**config.mk**
```make
export PLATFORM = sky130hd
export DESIGN_NAME = gctb_ctrl
export DESIGN_NICKNAME = d
export VERILOG_FILES = /design/src/hdl/gctb_pkg.sv /design/src/hdl/gctb_ctrl.sv
export SDC_FILE = /design/constraint.sdc
export NUM_CORES = 1
export LEC_CHECK = 0
export ABC_AREA = 1
export BUFFER_PORTS_ARGS = -buffer_cell sky130_fd_sc_hd__clkbuf_2
export CAP_MARGIN = 20
export CORE_MARGIN = 3
export CORE_UTILIZATION = 41
export DETAILED_ROUTE_END_ITERATION = 10
export GPL_TIMING_DRIVEN = 1
export PLACE_DENSITY = 0.71
export SLEW_MARGIN = 25
export SYNTH_ARGS = -nofsm -noshare
export SYNTH_HDL_FRONTEND = slang
export SYNTH_SLANG_ARGS = --single-unit
export TNS_END_PERCENT = 5
```
**constraint.sdc**
```tcl
create_clock -name clk -period 1.1 [get_ports clk]
set_input_delay 0.22 -clock clk [delete_from_list [all_inputs] [get_ports clk]]
set_output_delay 0.22 -clock clk [all_outputs]
set_load 0.01 [all_outputs]
```
**src/hdl/gctb_pkg.sv**
```systemverilog
`default_nettype none
package gctb_pkg;

    localparam int NUM_SLOTS_DEF = 16;
    localparam int MAX_RESULTS   = 16;
    localparam logic [31:0] LFSR_TAPS = 32'h8020_0003;

    typedef enum logic [2:0] {
        OP_ADD           = 3'd0,
        OP_SET_START     = 3'd1,
        OP_DISABLE       = 3'd2,
        OP_REDUCE        = 3'd3,
        OP_DELAY         = 3'd4,
        OP_START_IF_IDLE = 3'd5,
        OP_TICK          = 3'd6,
        OP_RESET_ALL     = 3'd7
    } op_t;

    typedef enum logic [1:0] {
        ST_DONE    = 2'd0,
        ST_MISSING = 2'd1,
        ST_PRESENT = 2'd2,
        ST_EXPIRED = 2'd3
    } status_t;

    localparam logic [1:0] GATE_ALWAYS = 2'd2;

    typedef struct packed {
        logic [2:0]  operation;
        logic [3:0]  slot;
        logic [31:0] value;
        logic [31:0] value_max;
        logic [1:0]  gate_mode;
        logic        start_disabled;
        logic        in_combat;
    } in_item_t;

    typedef struct packed {
        logic [1:0] status;
        logic [3:0] expired_slot;
        logic       last;
    } out_item_t;

    // one slot as kept in the slot memory
    typedef struct packed {
        logic [31:0] remaining;
        logic [31:0] rmin;
        logic [31:0] rmax;
        logic        rdis;
        logic [1:0]  gate;
        logic        dis;
    } entry_t;

    typedef enum logic [3:0] {
        S_IDLE,
        S_DECODE,
        S_EXEC,
        S_TICK,
        S_TICK_END,
        S_DRAW_RD,
        S_DRAW_SPAN,
        S_DRAW_MUL,
        S_DRAW_SUM,
        S_DRAW_WR,
        S_RESP
    } state_t;

    typedef struct packed {
        logic load;
        logic decode;
        logic rd_en;
        logic rd_next;
        logic idx_inc;
        logic exec_single;
        logic tick_step;
        logic tick_end;
        logic draw_span;
        logic draw_mul;
        logic draw_sum;
        logic draw_wr;
        logic resp_push;
    } cmd_t;

    typedef struct packed {
        op_t  op;
        logic range_ok;
        logic present_ok;
        logic idx_last;
        logic idx_present;
        logic tick_stall;
        logic out_free;
    } stat_t;

endpackage
`default_nettype wire

```
**src/hdl/gctb_ctrl.sv**
```systemverilog
`default_nettype none
module gctb_ctrl (
    input  wire logic           clk,
    input  wire logic           rst_n,
    input  wire logic           in_valid,
    output logic                in_ready,
    input  wire gctb_pkg::stat_t st,
    output gctb_pkg::cmd_t      cmd
);
    import gctb_pkg::*;

    state_t state_reg;
    state_t state_next;

    // hold state
    always_ff @(posedge clk or negedge rst_n)
    begin
        if (!rst_n)
        begin
            state_reg <= S_IDLE;
        end
        else
        begin
            state_reg <= state_next;
        end
    end

    // sequence each transaction through the datapath
    always_comb
    begin
        state_next = state_reg;
        cmd        = '0;
        in_ready   = 1'b0;
        unique case (state_reg)
            S_IDLE:
            begin
                in_ready = 1'b1;
                if (in_valid)
                begin
                    cmd.load   = 1'b1;
                    state_next = S_DECODE;
                end
            end
            S_DECODE:
            begin
                cmd.decode = 1'b1;
                if (st.op == OP_TICK)
                begin
                    cmd.rd_en  = 1'b1;
                    state_next = S_TICK;
                end
                else if (st.op == OP_RESET_ALL)
                begin
                    state_next = S_DRAW_RD;
                end
                else if (st.op == OP_ADD)
                begin
                    if (!st.range_ok || st.present_ok)
                    begin
                        state_next = S_RESP;
                    end
                    else
                    begin
                        state_next = S_DRAW_SPAN;
                    end
                end
                else if (st.range_ok && st.present_ok)
                begin
                    cmd.rd_en  = 1'b1;
                    state_next = S_EXEC;
                end
                else
                begin
                    state_next = S_RESP;
                end
            end
            S_EXEC:
            begin
                cmd.exec_single = 1'b1;
                state_next      = S_RESP;
            end
            S_TICK:
            begin
                if (!st.tick_stall)
                begin
                    cmd.tick_step = 1'b1;
                    if (st.idx_last)
                    begin
                        state_next = S_TICK_END;
                    end
                    else
                    begin
                        cmd.rd_en   = 1'b1;
                        cmd.rd_next = 1'b1;
                        cmd.idx_inc = 1'b1;
                    end
                end
            end
            S_TICK_END:
            begin
                if (st.out_free)
                begin
                    cmd.tick_end = 1'b1;
                    state_next   = S_IDLE;
                end
            end
            S_DRAW_RD:
            begin
                if (st.idx_present)
                begin
                    cmd.rd_en  = 1'b1;
                    state_next = S_DRAW_SPAN;
                end
                else if (st.idx_last)
                begin
                    state_next = S_RESP;
                end
                else
                begin
                    cmd.idx_inc = 1'b1;
                end
            end
            S_DRAW_SPAN:
            begin
                cmd.draw_span = 1'b1;
                state_next    = S_DRAW_MUL;
            end
            S_DRAW_MUL:
            begin
                cmd.draw_mul = 1'b1;
                state_next   = S_DRAW_SUM;
            end
            S_DRAW_SUM:
            begin
                cmd.draw_sum = 1'b1;
                state_next   = S_DRAW_WR;
            end
            S_DRAW_WR:
            begin
                cmd.draw_wr = 1'b1;
                if (st.op == OP_ADD || st.idx_last)
                begin
                    state_next = S_RESP;
                end
                else
                begin
                    cmd.idx_inc = 1'b1;
                    state_next  = S_DRAW_RD;
                end
            end
            S_RESP:
            begin
                if (st.out_free)
                begin
                    cmd.resp_push = 1'b1;
                    state_next    = S_IDLE;
                end
            end
            default:
            begin
                state_next = S_IDLE;
            end
        endcase
    end

endmodule
`default_nettype wire

```
# Word-level counts from Yosys, hierarchy flattened
# Index checks and enable logic that the tools add are counted.
# op_classes
mux	40
magnitude_cmp	0
n_addsub	0
bitwise	0
n_eq_ne	17
n_reduce_logical	8
mul	0
n_shift	0
div_mod_pow	0
# op_table
operator	n
two-way mux 4 bit	12
case mux 4 bit (10 select lines)	1
two-way mux 1 bit	23
== test 4 x 3 -> 1 bit, second input constant	4
== test 4 bit, second input constant	3
== test 4 x 2 -> 1 bit, second input constant	2
== test 3 bit, second input constant	2
two-way mux 3 bit	2
inequality test 2 bit, second input constant	3
case mux 1 bit (3 select lines)	2
AND reduction 5 bit	1
== test 4 x 1 -> 1 bit, second input constant	1
zero test 4 bit	1
zero test 3 bit	1
inequality test 3 bit, second input constant	1
logical OR 1 bit	2
inequality test 2 x 1 -> 1 bit, second input constant	1
OR reduction 2 bit	1
logical AND 1 bit	1
zero test 1 bit	1
# totals
latchBits	0
ram_bits	0
input_bits	12
ff_bits	4
elab_cells	66
memories	0
romBits	0

# Longest topological paths before layout
# depth
depth_word	7
depth_mapped	10
mapped_depth_nobuf	10

# Worst setup path before layout
# Ideal clock, no wire load.
# synth_path
kind	register to output
start	register state_reg[2]
end	output cmd[10] (netlist bit)
path_stages_with_launch	8
slack_ns	-0.319
t_arrival_ns	1.199
path_cell_list	dfrtp_1 -> nor2_1 -> nand3_1 -> nor2_1 -> nand2_1 -> inv_2 -> nor2_1 -> nand2_1
# synth_lines
element	line_no	source
from (decl)	gctb_ctrl.sv:12	state_t state_reg;
from (signal assigned)	gctb_ctrl.sv:24	state_reg <= state_next;
to (decl)	gctb_ctrl.sv:8	output gctb_pkg::cmd_t cmd

==> flow_summary.yaml <==
critical_path:
  reg2reg_slack_ns: -0.31
  crit_arrival_ns: 1.43
  cp_cell_sequence: "inv_2 > buf_4 > nand2_2 > inv_2 > nand2_1 > nor2_1 > nand3b_1 > clkbuf_2"
  crit_type: "reg2out"
  end_kind: "output pin"
  worst_path_most_repeated_cell: "inv_2"
  cp_top_family: "buffers and inverters"
  required_ns: 0.88
  crit_buf_inv: 4
  slowest_stage: "dfrtp_1"
  startpoint_type: "register"
  cpPeakStageDelay_ns: 0.42
  cp_max_fo: 4
layout:
  drive_gt1_share_pct: 56.17
  layout_commonest_cell: "nand2_1"
  largest_reg_flops: 4
  num-nets-final: 175
  diodes: 0
  final_cell_mix: "nand2_1, buf_4, clkbuf_2"
  design_area_um2: 1052
  area_growth_pct: 75.94
  layout.filler_cells: 95
routing:
  antenna_left: 0
  drc: 0
  wl_per_cell_um: 11.88
  dr.pass1.iters: 4
  via_per_inst: 4.881
  wl_um: 2102
  dr.first_iter.drc_count: 31
  num_vias: 864
synthesis:
  netlist_area_um2: 598.1
  ys_ff_latch: 4
  yosysSeqAreaShare_pct: 16.74
  syn_area_per_cell_um2: 5.589
  postSynthCellCount: 107
  ys.warnings.count: 0
  syn-num-nets: 119
  synthDistinctLibCells: 19
sta:
  finalSetupViolations: 18
  fmax_mhz: 607.9
  final.min_clock_period_ns: 1.645
  timing.final.ws_setup_ns: -0.5450
  skew_ns: 0.0009875
  maxSlewHeadroom_pct: 87.28
  rsz0062_at_grt: "yes"
  maxSlewViolCount: 0
  finalCritPeriodShare_pct: 149.5
  worst_pin_slew_ns: 0.1903
  finalHoldViolCount: 0
die:
  die_w_um: 44.20
  top_level_ports: 26
  rows: 13
  die-area_um2: 1953
  start_util_pct: 44.84
  fp.coreArea_um2: 1334
  die_y_um: 44.20
placed_design:
  place_area_um2: 879.6
  hpwl_um: 1575
  port-buffer-count: 25
  gp_congestion: 0.8600
flow_run:
  drv_cap: 0
power:
  p_leak_uw: 0.0006355
  finalPower_uw: 2533
  ir_worst_vdd_mv: 1.211
  power_density_nw_per_um2: 2407
global_route:
  grt_util_met2_pct: 43.90
  grt_pass1_wl_um: 3519
  grt_pass1_vias: 871
  grt_util_met1_pct: 27.90
  grt_max_degree: 8
  antenna_found_initial: 0
  grt_usage_pct: 23.75
  met3_usage_pct: 2.846
  busiest_layer: "met2"
  overflow: 0
clock_tree:
  clkLatencyLatePin_ns: 0.24
  clkTransAtPathRegs_ns: 0.04
  cts-htree-levels: 1
  numCtsBuffers: 3
  clk_path_buf_depth: 2
  cts_tree: "built"
  cts_sinks: 4
  cts-root-buf: "clkbuf_4"
run_status:
  status: "finished, violations left"
  violations: "setup timing"
hold_path:
  worst_hold_path_type: "in2async"
[cells in the mapped netlist (all sizes together)]
library cell,n,share of area (%)
nand2,40,29
nor2,23,19
inv,19,12
nand3,10,9.2
dfrtp,4,17
nor3,3,3.3
a21oi,2,1.7
nand3b,2,2.5
nand4,2,3.1
buf,1,1.9
o21ai,1,0.84
[routing by layer]
metal | wire [um] | up-vias | part of all wire [%]
met1 | 849 | 389 | 40
met5 | 0 | - | 0
met3 | 117 | 4 | 5.6
li1 | - | 439 | -
met4 | 32 | 0 | 1.5
met2 | 1102 | 32 | 52
[cells by family after synthesis]
group           count (synthesis)  share of synthesized area, %
flops                           4                         16.74
compound gates                  3                         2.510
buf+inv                        20                         13.81
simple gates                   80                         66.94
[worst paths after layout]
| path | start | cells past startpoint | endpoint |
|---|---|---|---|
| min reg2reg | state_reg[3]$_DFFE_PN0P_ | 2 | state_reg[3]$_DFFE_PN0P_ |
| max in group asynchronous | rst_n | 2 | state_reg[0]$_DFFE_PN0P_ |
| min in group clk | st[7] | 5 | state_reg[0]$_DFFE_PN0P_ |
| min | rst_n | 2 | state_reg[1]$_DFFE_PN0P_ |
| max reg2reg | state_reg[1]$_DFFE_PN0P_ | 11 | state_reg[0]$_DFFE_PN0P_ |
| max | state_reg[2]$_DFFE_PN0P_ | 8 | cmd[8] |
[metrics by stage]
stage / worst slack, ns / setup TNS, ns / util (%) / hold WS [ns] / cells
floorplan: -0.2169 / -1.206 / - / -0.07559 / 107
global placement: -0.2597 / -3.174 / 65.95 / 0.02927 / 163
detailed placement: -0.2976 / -3.460 / 65.95 / 0.03285 / 163
CTS: -0.4762 / -6.053 / 73.64 / 0.3244 / 171
global route: -0.6140 / -8.505 / 78.89 / 0.3377 / 177
finish: -0.5450 / -7.146 / 78.89 / 0.3284 / 177
[power breakdown]
| part | internal (uW) | switching, uW | leakage, uW | total, uW |
|---|---|---|---|---|
| Sequential | 222 | 121 | 0.0000485 | 343 |
| Combinational | 940 | 1050 | 0.000572 | 1990 |
| Clock | 136 | 65.5 | 0.0000150 | 202 |
[final cells by class]
type,instances,area (um^2),share of cell area (%)
flip-flops and latches,4,102.6,9.750
multi-input cells,83,479.2,45.54
well taps,15,18.77,1.784
inverters,19,71.32,6.778
repair buffers,52,354.1,33.65
clock buffers,4,26.28,2.497
[repair_timing]
action / in CTS / in global routing
pin swaps: 6 / 3
buffers inserted: 3 / 6
hold buffers: 1 / 0
endpoints found under the hold margin: 4 / 0
resized for setup: 15 / 11
setup endpoints to repair: 18 / 18
(Power assumes the default switching activity.)
